<file path="src/assert_macros.svh">
// assertion helpers shared by the rtl
`ifndef ASSERT_MACROS_SVH
`define ASSERT_MACROS_SVH

// same-cycle implication, disabled while reset is asserted
`define ASSERT_IMPLY(label, clk, rstn, ante, cons, msg) \
    label: assert property (@(posedge clk) disable iff (!(rstn)) (ante) |-> (cons)) \
        else $error(msg);

// next-cycle implication, disabled while reset is asserted
`define ASSERT_NEXT(label, clk, rstn, ante, cons, msg) \
    label: assert property (@(posedge clk) disable iff (!(rstn)) (ante) |=> (cons)) \
        else $error(msg);

`endif

</file>
<file path="src/mtwd_pkg.sv">
`default_nettype none

package mtwd_pkg;

    // table size
    localparam int TASK_COUNT = 8;
    localparam int IDX_W      = (TASK_COUNT > 1) ? $clog2(TASK_COUNT) : 1;

    // field widths
    localparam int FUNC_W  = 3;
    localparam int TASK_W  = 4;
    localparam int NOW_W   = 48;
    localparam int CNT_W   = 32;
    localparam int MS_W    = 39;
    localparam int SUB_W   = 10;
    localparam int TR_W    = 2;

    // time base
    localparam int unsigned US_PER_MS = 1000;
    localparam logic [NOW_W-1:0] NOW_MAX       = {NOW_W{1'b1}};
    localparam logic [NOW_W-1:0] TIMEOUT_RESET = NOW_W'(64'd5000 * 64'(US_PER_MS));
    localparam logic [SUB_W-1:0] SUB_LAST      = SUB_W'(US_PER_MS - 1);

    // stream packing
    localparam int IN_BITS     = TASK_W + 1;
    localparam int IN_TDATA_W  = ((IN_BITS + 7) / 8) * 8;
    localparam int OUT_BITS    = 3 + TR_W + 2 * CNT_W + MS_W;
    localparam int OUT_TDATA_W = ((OUT_BITS + 7) / 8) * 8;

    // operation codes
    localparam logic [FUNC_W-1:0] OP_TICK       = 3'd0;
    localparam logic [FUNC_W-1:0] OP_REGISTER   = 3'd1;
    localparam logic [FUNC_W-1:0] OP_UNREGISTER = 3'd2;
    localparam logic [FUNC_W-1:0] OP_FEED       = 3'd3;
    localparam logic [FUNC_W-1:0] OP_QUERY      = 3'd4;
    localparam logic [FUNC_W-1:0] OP_NOTE       = 3'd5;

    // health transition codes
    localparam logic [TR_W-1:0] TR_NONE      = 2'd0;
    localparam logic [TR_W-1:0] TR_TIMEOUT   = 2'd1;
    localparam logic [TR_W-1:0] TR_RECOVERED = 2'd2;

    // controller to datapath commands
    typedef struct packed {
        logic load;
        logic exec;
    } mtwd_cmd_t;

endpackage

`default_nettype wire

</file>
<file path="src/mtwd_ctrl.sv">
`default_nettype none

module mtwd_ctrl
    import mtwd_pkg::*;
(
    input  wire logic aclk,
    input  wire logic aresetn,
    input  wire logic s_tvalid,
    output logic      s_tready,
    output logic      m_tvalid,
    input  wire logic m_tready,
    output mtwd_cmd_t cmd
);

    localparam logic ST_IDLE = 1'b0;
    localparam logic ST_EXEC = 1'b1;

    logic state_reg, state_next;
    logic m_valid_reg, m_valid_next;

    // take a transaction while idle once the result slot is free or draining
    assign s_tready = (state_reg == ST_IDLE) && (!m_valid_reg || m_tready);
    assign cmd.load = s_tvalid && s_tready;
    assign cmd.exec = (state_reg == ST_EXEC);
    assign m_tvalid = m_valid_reg;

    // state sequencing
    always_comb begin
        state_next = state_reg;
        unique case (state_reg)
            ST_IDLE: begin
                if (cmd.load) begin
                    state_next = ST_EXEC;
                end
            end
            ST_EXEC: begin
                state_next = ST_IDLE;
            end
            default: begin
                state_next = ST_IDLE;
            end
        endcase
    end

    // result valid flag
    always_comb begin
        m_valid_next = m_valid_reg;
        if (cmd.exec) begin
            m_valid_next = 1'b1;
        end else if (m_tready) begin
            m_valid_next = 1'b0;
        end
    end

    always_ff @(posedge aclk) begin
        if (!aresetn) begin
            state_reg   <= ST_IDLE;
            m_valid_reg <= 1'b0;
        end else begin
            state_reg   <= state_next;
            m_valid_reg <= m_valid_next;
        end
    end

endmodule

`default_nettype wire

</file>
<file path="src/mtwd_datapath.sv">
`default_nettype none

module mtwd_datapath
    import mtwd_pkg::*;
(
    input  wire logic                   aclk,
    input  wire logic                   aresetn,
    input  wire mtwd_cmd_t              cmd,
    input  wire logic [IN_TDATA_W-1:0]  s_tdata,
    input  wire logic [FUNC_W-1:0]      s_tuser,
    input  wire logic                   cfg_wr_en,
    input  wire logic [NOW_W-1:0]       cfg_wr_data,
    output logic [OUT_TDATA_W-1:0]      m_tdata
);

    // captured item
    logic [FUNC_W-1:0] func_reg;
    logic [TASK_W-1:0] task_reg;
    logic              obs_reg;

    // time base, kept in microseconds and split into ms plus remainder
    logic [NOW_W-1:0] now_us_reg;
    logic [MS_W-1:0]  now_ms_reg;
    logic [SUB_W-1:0] now_sub_reg;
    logic [NOW_W-1:0] timeout_reg;

    // task table
    logic             regd_reg    [TASK_COUNT];
    logic             known_reg   [TASK_COUNT];
    logic             lalive_reg  [TASK_COUNT];
    logic [NOW_W-1:0] feed_reg    [TASK_COUNT];
    logic [MS_W-1:0]  feed_ms_reg [TASK_COUNT];
    logic [CNT_W-1:0] tout_reg    [TASK_COUNT];
    logic [CNT_W-1:0] recov_reg   [TASK_COUNT];

    logic [OUT_TDATA_W-1:0] out_reg;

    logic [IDX_W-1:0] idx;
    logic             hit;
    logic             regd_nx, known_nx, lalive_nx;
    logic [NOW_W-1:0] feed_nx;
    logic [MS_W-1:0]  feed_ms_nx;
    logic [CNT_W-1:0] tout_nx, recov_nx;
    logic [TR_W-1:0]  tr_nx;
    logic [NOW_W-1:0] elapsed;
    logic             alive_nx;

    assign idx = task_reg[IDX_W-1:0];
    assign hit = ({1'b0, task_reg} < (TASK_W + 1)'(TASK_COUNT));

    // time base advance on a tick; item capture is in the next block
    always_ff @(posedge aclk) begin
        if (!aresetn) begin
            now_us_reg  <= '0;
            now_ms_reg  <= '0;
            now_sub_reg <= '0;
        end else if (cmd.load && (s_tuser == OP_TICK)) begin
            if (now_us_reg == NOW_MAX) begin
                now_us_reg  <= '0;
                now_ms_reg  <= '0;
                now_sub_reg <= '0;
            end else begin
                now_us_reg <= now_us_reg + NOW_W'(1);
                if (now_sub_reg == SUB_LAST) begin
                    now_sub_reg <= '0;
                    now_ms_reg  <= now_ms_reg + MS_W'(1);
                end else begin
                    now_sub_reg <= now_sub_reg + SUB_W'(1);
                end
            end
        end
    end

    always_ff @(posedge aclk) begin
        if (cmd.load) begin
            func_reg <= s_tuser;
            task_reg <= s_tdata[TASK_W-1:0];
            obs_reg  <= s_tdata[TASK_W];
        end
    end

    // timeout register
    always_ff @(posedge aclk) begin
        if (!aresetn) begin
            timeout_reg <= TIMEOUT_RESET;
        end else if (cfg_wr_en) begin
            timeout_reg <= cfg_wr_data;
        end
    end

    // next entry contents for the addressed task
    always_comb begin
        regd_nx    = regd_reg[idx];
        known_nx   = known_reg[idx];
        lalive_nx  = lalive_reg[idx];
        feed_nx    = feed_reg[idx];
        feed_ms_nx = feed_ms_reg[idx];
        tout_nx    = tout_reg[idx];
        recov_nx   = recov_reg[idx];
        tr_nx      = TR_NONE;
        case (func_reg)
            OP_REGISTER: begin
                regd_nx    = 1'b1;
                feed_nx    = now_us_reg;
                feed_ms_nx = now_ms_reg;
                known_nx   = 1'b1;
                lalive_nx  = 1'b1;
            end
            OP_UNREGISTER: begin
                regd_nx   = 1'b0;
                known_nx  = 1'b0;
                lalive_nx = 1'b0;
            end
            OP_FEED: begin
                if (regd_reg[idx]) begin
                    feed_nx    = now_us_reg;
                    feed_ms_nx = now_ms_reg;
                end
            end
            OP_NOTE: begin
                if (regd_reg[idx]) begin
                    if (!known_reg[idx]) begin
                        known_nx  = 1'b1;
                        lalive_nx = obs_reg;
                    end else if (lalive_reg[idx] != obs_reg) begin
                        lalive_nx = obs_reg;
                        if (obs_reg) begin
                            recov_nx = recov_reg[idx] + CNT_W'(1);
                            tr_nx    = TR_RECOVERED;
                        end else begin
                            tout_nx = tout_reg[idx] + CNT_W'(1);
                            tr_nx   = TR_TIMEOUT;
                        end
                    end
                end
            end
            default: begin
            end
        endcase
    end

    // liveness from elapsed time, wrapping at the counter width
    assign elapsed  = now_us_reg - feed_nx;
    assign alive_nx = regd_nx && (elapsed < timeout_reg);

    // table write back
    always_ff @(posedge aclk) begin
        if (!aresetn) begin
            for (int i = 0; i < TASK_COUNT; i++) begin
                regd_reg[i]    <= 1'b0;
                known_reg[i]   <= 1'b0;
                lalive_reg[i]  <= 1'b0;
                feed_reg[i]    <= '0;
                feed_ms_reg[i] <= '0;
                tout_reg[i]    <= '0;
                recov_reg[i]   <= '0;
            end
        end else if (cmd.exec && hit) begin
            regd_reg[idx]    <= regd_nx;
            known_reg[idx]   <= known_nx;
            lalive_reg[idx]  <= lalive_nx;
            feed_reg[idx]    <= feed_nx;
            feed_ms_reg[idx] <= feed_ms_nx;
            tout_reg[idx]    <= tout_nx;
            recov_reg[idx]   <= recov_nx;
        end
    end

    // result register, all zero for an out of range task
    always_ff @(posedge aclk) begin
        if (cmd.exec) begin
            if (hit) begin
                out_reg <= OUT_TDATA_W'({feed_ms_nx, recov_nx, tout_nx, tr_nx,
                                         alive_nx, regd_nx, 1'b1});
            end else begin
                out_reg <= '0;
            end
        end
    end

    assign m_tdata = out_reg;

endmodule

`default_nettype wire

</file>
<file path="src/multi_task_watchdog_table.sv">
// an accepted transaction is captured, and its result is registered in the table update state that follows
// items are handled one at a time (capture, then table update); no new item is accepted during the update
// a new item is taken while the previous result is being taken on the same edge
// reset: synchronous active-low aresetn clears the time base, the task table,
//   the result valid flag and loads the timeout with its default; no clearing pass
`default_nettype none

`include "assert_macros.svh"

module multi_task_watchdog_table
    import mtwd_pkg::*;
(
    input  wire logic                   aclk,
    input  wire logic                   aresetn,
    // fields: task_req [3:0], observed_alive [4], zero pad
    input  wire logic [IN_TDATA_W-1:0]  s_tdata,
    // fields: func [2:0]
    input  wire logic [FUNC_W-1:0]      s_tuser,
    input  wire logic                   s_tvalid,
    output logic                        s_tready,
    // fields: task_valid [0], registered [1], alive [2], transition [4:3],
    // timeout total [36:5], recovery total [68:37], last feed in ms [107:69], zero pad
    output logic [OUT_TDATA_W-1:0]      m_tdata,
    output logic                        m_tvalid,
    input  wire logic                   m_tready,
    input  wire logic                   cfg_wr_en,
    input  wire logic [NOW_W-1:0]       cfg_wr_data
);

    mtwd_cmd_t cmd;

    // sequencing and result handshake
    mtwd_ctrl u_ctrl (
        .aclk     (aclk),
        .aresetn  (aresetn),
        .s_tvalid (s_tvalid),
        .s_tready (s_tready),
        .m_tvalid (m_tvalid),
        .m_tready (m_tready),
        .cmd      (cmd)
    );

    // time base, task table and result register
    mtwd_datapath u_datapath (
        .aclk        (aclk),
        .aresetn     (aresetn),
        .cmd         (cmd),
        .s_tdata     (s_tdata),
        .s_tuser     (s_tuser),
        .cfg_wr_en   (cfg_wr_en),
        .cfg_wr_data (cfg_wr_data),
        .m_tdata     (m_tdata)
    );

    // checks
    `ASSERT_IMPLY(a_accept_slot_free, aclk, aresetn, cmd.load, (!m_tvalid || m_tready), "transaction accepted while result slot is held")
    `ASSERT_NEXT(a_exec_gives_result, aclk, aresetn, cmd.exec, m_tvalid, "table update did not present a result")
    `ASSERT_IMPLY(a_invalid_task_zero, aclk, aresetn, (m_tvalid && !m_tdata[0]), (m_tdata[OUT_BITS-1:1] == '0), "out of range task gave a nonzero result")
    `ASSERT_IMPLY(a_alive_needs_reg, aclk, aresetn, (m_tvalid && m_tdata[2]), m_tdata[1], "alive reported for an unregistered task")

endmodule

`default_nettype wire
</file>
<file path="config.mk">
export PLATFORM = sky130hd
export DESIGN_NAME = multi_task_watchdog_table
export DESIGN_NICKNAME = d
export VERILOG_FILES = /design/src/mtwd_pkg.sv /design/src/mtwd_ctrl.sv /design/src/mtwd_datapath.sv /design/src/multi_task_watchdog_table.sv
export VERILOG_INCLUDE_DIRS = /design/src /design/src/src
export SDC_FILE = /design/constraint.sdc
export NUM_CORES = 2
export LEC_CHECK = 0
export BUFFER_PORTS_ARGS = -buffer_cell sky130_fd_sc_hd__buf_2
export CORE_MARGIN = 8
export CORE_UTILIZATION = 35
export DETAILED_ROUTE_END_ITERATION = 8
export PLACE_DENSITY_LB_ADDON = 0.15
export SLEW_MARGIN = 20
export SYNTH_ARGS = -nofsm -noshare
export SYNTH_HDL_FRONTEND = slang
export SYNTH_SLANG_ARGS = --single-unit
export TNS_END_PERCENT = 1
</file>
<file path="constraint.sdc">
create_clock -name aclk -period 7.37 [get_ports aclk]
set_input_delay 0.737 -clock aclk [delete_from_list [all_inputs] [get_ports aclk]]
set_output_delay 0.737 -clock aclk [all_outputs]
set_load 0.005 [all_outputs]
</file>
# Word-level counts from Yosys, hierarchy flattened
# Memory sizes are Yosys's and may differ from the RTL's. A register that Yosys moved wholly into a read port is not among the register bits.
# Index checks and enable logic that the tools add are counted.
[totals]
ff_bits = 267
word_cells = 118
mem_bits_rw = 1232
mem_count = 7
[mem_list]
columns = ["memory", "depth", "word_bits", "rd", "rd_ports_with_merged_regs", "write_ports", "line_no", "text"]
rows = [
  ["u_datapath.feed_reg", 8, 48, 1, 1, 8, "mtwd_datapath.sv:31", "logic [NOW_W-1:0] feed_reg [TASK_COUNT];"],
  ["u_datapath.feed_ms_reg", 8, 39, 1, 1, 8, "mtwd_datapath.sv:32", "logic [MS_W-1:0] feed_ms_reg [TASK_COUNT];"],
  ["u_datapath.recov_reg", 8, 32, 1, 1, 8, "mtwd_datapath.sv:34", "logic [CNT_W-1:0] recov_reg [TASK_COUNT];"],
  ["u_datapath.tout_reg", 8, 32, 1, 1, 8, "mtwd_datapath.sv:33", "logic [CNT_W-1:0] tout_reg [TASK_COUNT];"],
  ["u_datapath.known_reg", 8, 1, 1, 1, 8, "mtwd_datapath.sv:29", "logic known_reg [TASK_COUNT];"],
  ["u_datapath.lalive_reg", 8, 1, 1, 1, 8, "mtwd_datapath.sv:30", "logic lalive_reg [TASK_COUNT];"],
  ["+1 memories", "--", "--", "--", "--", "--", "--", ""],
]
[op_classes]
reduce_logical = 19
add_sub_neg = 6
n_lt_le_gt_ge = 2
eq_ne = 7
mux = 64
n_bitwise = 1
[ops]
columns = ["op", "count"]
rows = [
  ["32-bit 2-to-1 mux", 12],
  ["39-bit 2-to-1 mux", 4],
  ["48-bit 2-to-1 mux", 3],
  ["48-bit case mux with 2 select lines", 1],
  ["39-bit case mux with 2 select lines", 1],
  ["32-bit by 1-bit adder with 32-bit output (second input constant)", 2],
  ["32-bit OR reduction", 2],
  ["48-bit by 1-bit adder with 48-bit output (second input constant)", 1],
  ["48-bit equality test (second input constant)", 1],
  ["48-bit < comparator", 1],
  ["48-bit OR reduction", 1],
  ["48-bit subtractor", 1],
  ["3-bit 2-to-1 mux", 14],
  ["39-bit by 1-bit adder with 39-bit output (second input constant)", 1],
  ["39-bit OR reduction", 1],
  ["1-bit 2-to-1 mux", 22],
  ["10-bit 2-to-1 mux", 2],
  ["10-bit by 1-bit adder with 10-bit output (second input constant)", 1],
  ["10-bit equality test (second input constant)", 1],
  ["3-bit by 2-bit equality test with 1-bit output (second input constant)", 2],
  ["1-bit case mux with 3 select lines", 2],
  ["1-bit logical AND", 5],
  ["5-bit AND reduction", 1],
  ["4-bit < comparator (second input constant)", 1],
  ["12 further kinds", 16],
]

# Depth between registers and ports, before layout
[logic_depth]
depth_word = 7
depth_mapped = 31
ltp_nobuf = 25

# By module
# Synthesis repeated with hierarchy kept, for this count alone.
[hier_totals]
hier_cells = 5252
hier_area_um2 = 68231.7
[by_module_without_submodules]
columns = ["mod", "cells_per_inst", "area_each_um2", "instances"]
rows = [
  ["mtwd_datapath", 5244, 68135.3, 1],
  ["mtwd_ctrl", 8, 96.3, 1],
]

# Least setup slack after synthesis
# No wires, ideal clock.
[synth_path]
path_kind = "reg2reg"
start = "register u_ctrl.state_reg"
end = "memory u_datapath.feed_ms_reg[3][0] (enable)"
arrival_time_ps = 7143
required_ps = 6854
slack_ps = -289
setup_ps = 516
path_buffers = 2
path_stages_with_launch = 7
path_cell_list = "dfxtp_1 > nand2_1 > nor3b_1 > nand3_1 > clkbuf_1 > buf_1 > nand2_1"
[synth_lines]
columns = ["element", "line_no", "text"]
rows = [
  ["start, declared", "mtwd_ctrl.sv:18", "logic state_reg, state_next;"],
  ["start signal, assigned", "mtwd_ctrl.sv:60", "state_reg <= state_next;"],
  ["end, declared", "mtwd_datapath.sv:32", ""],
]

==> results by group <==
Layout
  • Area grow syn2layout: 14.3%
  • Max FFs per register: ~380
  • Final Core Density: between 40 and 50%
  • Share of cells above drive strength 1: roughly 17%
  • Non-Filler Instances: about 8100
  • Commonest non-fill, non-tap cell in the layout: nor2_1
  • Most frequent cells in the layout: 1498 x nor2_1, 1324 x edfxtp_1, 322 x nand2_1
  • Final nets: between 5000 and 6000

Synth
  • YS warnings: 0
  • Synthesized area: approximately 68000 sq um
  • Compound-gate portion of the synthesized area: under 10%
  • Post-Synthesis Cells: 5242
  • Most common flop cell mapped by yosys: edfxtp_1
  • Area contributors post-synth: edfxtp_1 59%, mux4_2 10%, nor2_1 8.3%
  • Post-synth cell types: 81
  • Simple-Gate Fraction of Synth Area: a little over an eighth
  • Post-synth EDFFs: ~1300
  • Adder-cell share of the synthesized area: about 1.9%
  • Post-synthesis mux area share: 11.9%
  • Syn_area_per_cell: roughly 13 sq um
  • Top-area cell type share of the netlist area: ~59%
  • Async SR Flop Fraction: 0%
  • Dominant cell type by area after synthesis: edfxtp_1
  • Largest family of logic cells by synthesized area: simple AND/OR/NAND/NOR gates
  • Sequential area share after synthesis: 63.9%
  • Yosys reg bits: around 1500
  • Post-Synth XOR/XNOR Area: 2.61%

Power and ir drop
  • Comb pwr share: a little under an eighth
  • Flop pwr share: 46.8%
  • Max VDD drop: around 0.00019 V
  • Cell leakage power: roughly 27 nW
  • Clk pwr share: between 40% and 50%
  • Int Pwr: ~0.015 W
  • Sw Ratio: 25.2%
  • PwrDens: ~270 nW/um^2
  • Net Switching: slightly above 0.005 W

Floorplanning
  • Die Area: a little over 200000 sq um
  • Die Wd: 456 um
  • IO Count: about 180
  • Die Y: about 460 um
  • Rows: about 160
  • Initial Utilization: a little over a third
  • Core Box Area: between 150000 and 200000 sq um

GRT
  • GRT met2 Usage: 32.8%
  • Total global routing overflow: 0
  • Largest net degree at the start of global routing: between 100 and 150
  • Met1 usage: between 20% and 30%
  • First-pass GRT wire length: roughly 300000 um
  • Initial antenna violation count: 1
  • All-layer global routing usage: a little under a fifth
  • Gr busiest metal: met2
  • Met3 Use GR: 2.52%
  • Number of global-route vias before repair: roughly 44000

Worst hold path
  • Hold_sp: s_tdata[3]
  • Hold endpoint: u_datapath.task_reg[3]$_DFFE_PP_
  • Hold Path Class: in2reg
  • Hold Path Cell Cnt: 1

Clocking
  • Hold buffers post-CTS: 0
  • Longest Clk Path Bufs: 3
  • Clock-pin slew on the worst setup and hold paths: roughly 60 ps
  • Post_cts resized: 0
  • Clock tree from TritonCTS: built
  • Clock Root Buffer: clkbuf_16
  • CTS H-Tree Depth: 4
  • Clock Latency Late Sink: 810 ps
  • Num CTS Buffers: roughly 170
  • Postcts setup bufs: 0
  • # clock sinks: 1498

Detailed routing
  • Detailed Route WL: about 200000 um
  • Drt wl/cell: 24.7 um
  • DRC viols: 0
  • Antenna-violating nets left: 0
  • Via Count: between 40000 and 50000
  • DRT iter0 DRCs: 3309
  • First drt pass iteration count: 7
  • Routed vias/inst: ~5.2

Worst setup path
  • CP Cell Sequence: mux4_2 > mux2i_2 > a211oi_4 > buf_4 > a21oi_1 > a21oi_1 > ha_1 > and3_1 > a221oi_1 > a2bb2oi_1 > a211oi_1 > nor2_1 > o21ai_0 > a311oi_1 > xnor2_1 > ha_1 > nand2_1 > nor3_1 > nand2_1 > a211oi_1 > o211ai_1 > nor2_1 > nor4_1
  • Crit Path Max Fanout: 14
  • RR Endpoint: u_datapath.m_tdata[2]$_SDFFCE_PP0P_
  • Required time of the critical path: 7900 ps
  • Crit start category: flop
  • Critical path's largest stage delay: slightly above 700 ps
  • Critical path class: reg2reg
  • Worst Setup End Kind: flop
  • R2R depth: 23
  • Crit-path slowest cell: a211oi_4
  • Flop2flop setup slack: ~610 ps
  • Critical Path AT: between 7000 and 8000 ps

Placed design
  • Placed cells: just under 8000
  • I/O Buffers: 170
  • DPL Wire Length: between 100000 and 150000 um
  • Last weighted congestion value of the routability-driven placer: 0.835

Timing
  • RSZ-0062 raised after global routing: false
  • Slew of the pin with the lowest slew margin: approximately 1100 ps
  • Min cycle time layout: 6760 ps
  • Setup tns final: 0 ps
  • Min Hold Slack: around 110 ps
  • Setup Skew: ~30 ps
  • Slew HR: 26.3%
  • Final Max Slew Viols: 0
  • Final period utilization: approximately 90%
  • # setup viols final: 0
  • Final hold vios: 0
  • Fmax achieved: around 0.15 GHz

Job
  • Maxcap violations: 0

Run status
  • Status: finished clean
-- synthesized netlist by cell type, drive strengths merged (18+ instances only) --
cell type	number
nor3	45
clkbuf	228
o21ai	69
nand4	44
nor2b	55
dfxtp	174
buf	86
a21oi	250
xnor2	114
a21o	28
nor4	18
and3	21
mux2i	89
inv	94
nand2	335
nor2	1499
nand3	99
xor2	81
ha	99
mux4	308
mux2	21
edfxtp	1324
-- per-layer routing --
metal | vias up | wire, um
met2 | 961 | 99700
met1 | 21700 | 86200
met5 | - | 0
li1 | 19300 | -
met4 | 0 | 5400
met3 | 278 | 8330
-- per-stage QoR --
step | cell area [sq um] | total power [W] | setup slack [ps]
after global placement | 71700 | 0.0121 | 549
after global routing | 77400 | 0.0213 | 76.0
after CTS | 77400 | 0.0208 | 483
final | 77400 | 0.0206 | 606
after floorplan | 67700 | 0.0113 | -286
after detailed placement | 71700 | 0.0122 | 546
-- power by group through the flow --
| stage | Combinational, W | Clock [W] | Sequential, W |
|---|---|---|---|
| 3_5_place_dp | 0.00236 | 0 | 0.00980 |
| 4_1_cts | 0.00237 | 0.00882 | 0.00962 |
| 2_1_floorplan | 0.00153 | 0 | 0.00982 |
| 5_1_grt | 0.00254 | 0.00912 | 0.00965 |
| 3_3_place_gp | 0.00236 | 0 | 0.00979 |
| 6_report | 0.00232 | 0.00861 | 0.00962 |
-- cells by family after synthesis --
| kind of cell | Yosys count |
|---|---|
| simple gates | 2188 |
| other cells | 1 |
| mux | 418 |
| compound gates | 434 |
| xor+xnor | 195 |
| fa+ha+maj | 100 |
| buf+inv | 408 |
| flops | 1498 |
-- critical path: cells and delay by family, from the launching register on --
family | cells | cell delay (ps)
DFF | 1 | 380
muxes | 2 | 510
adders and majority gates | 2 | 640
and+or+nand+nor | 7 | 1090
AOI/OAI and AO/OA | 10 | 3380
xor gates and xnor gates | 1 | 120
buffers and inverters | 1 | 350
-- how the worst max path moves through the flow --
stage	to	slack, ps	depth (start not counted)
after floorplan	u_datapath.feed_ms_reg[1][0]$_SDFFCE_PN0P_	-290	6
after global placement	u_datapath.m_tdata[2]$_SDFFCE_PP0P_	550	25
after detailed placement	u_datapath.m_tdata[2]$_SDFFCE_PP0P_	550	25
after CTS	u_datapath.m_tdata[2]$_SDFFCE_PP0P_	480	25
after global routing	u_datapath.m_tdata[2]$_SDFFCE_PP0P_	80	25
final	u_datapath.m_tdata[2]$_SDFFCE_PP0P_	610	23
-- layout make-up --
type                    instances  area, sq um
fillers                     18100       115000
flip-flops and latches       1498        43300
inverters                      94          360
repair buffers                299         2060
well taps                    2526         3160
clock inverters                94          950
diodes                          4         10.0
clock buffers                 227         4700
multi-input cells            3339        22900
(Power assumes the default switching activity.)
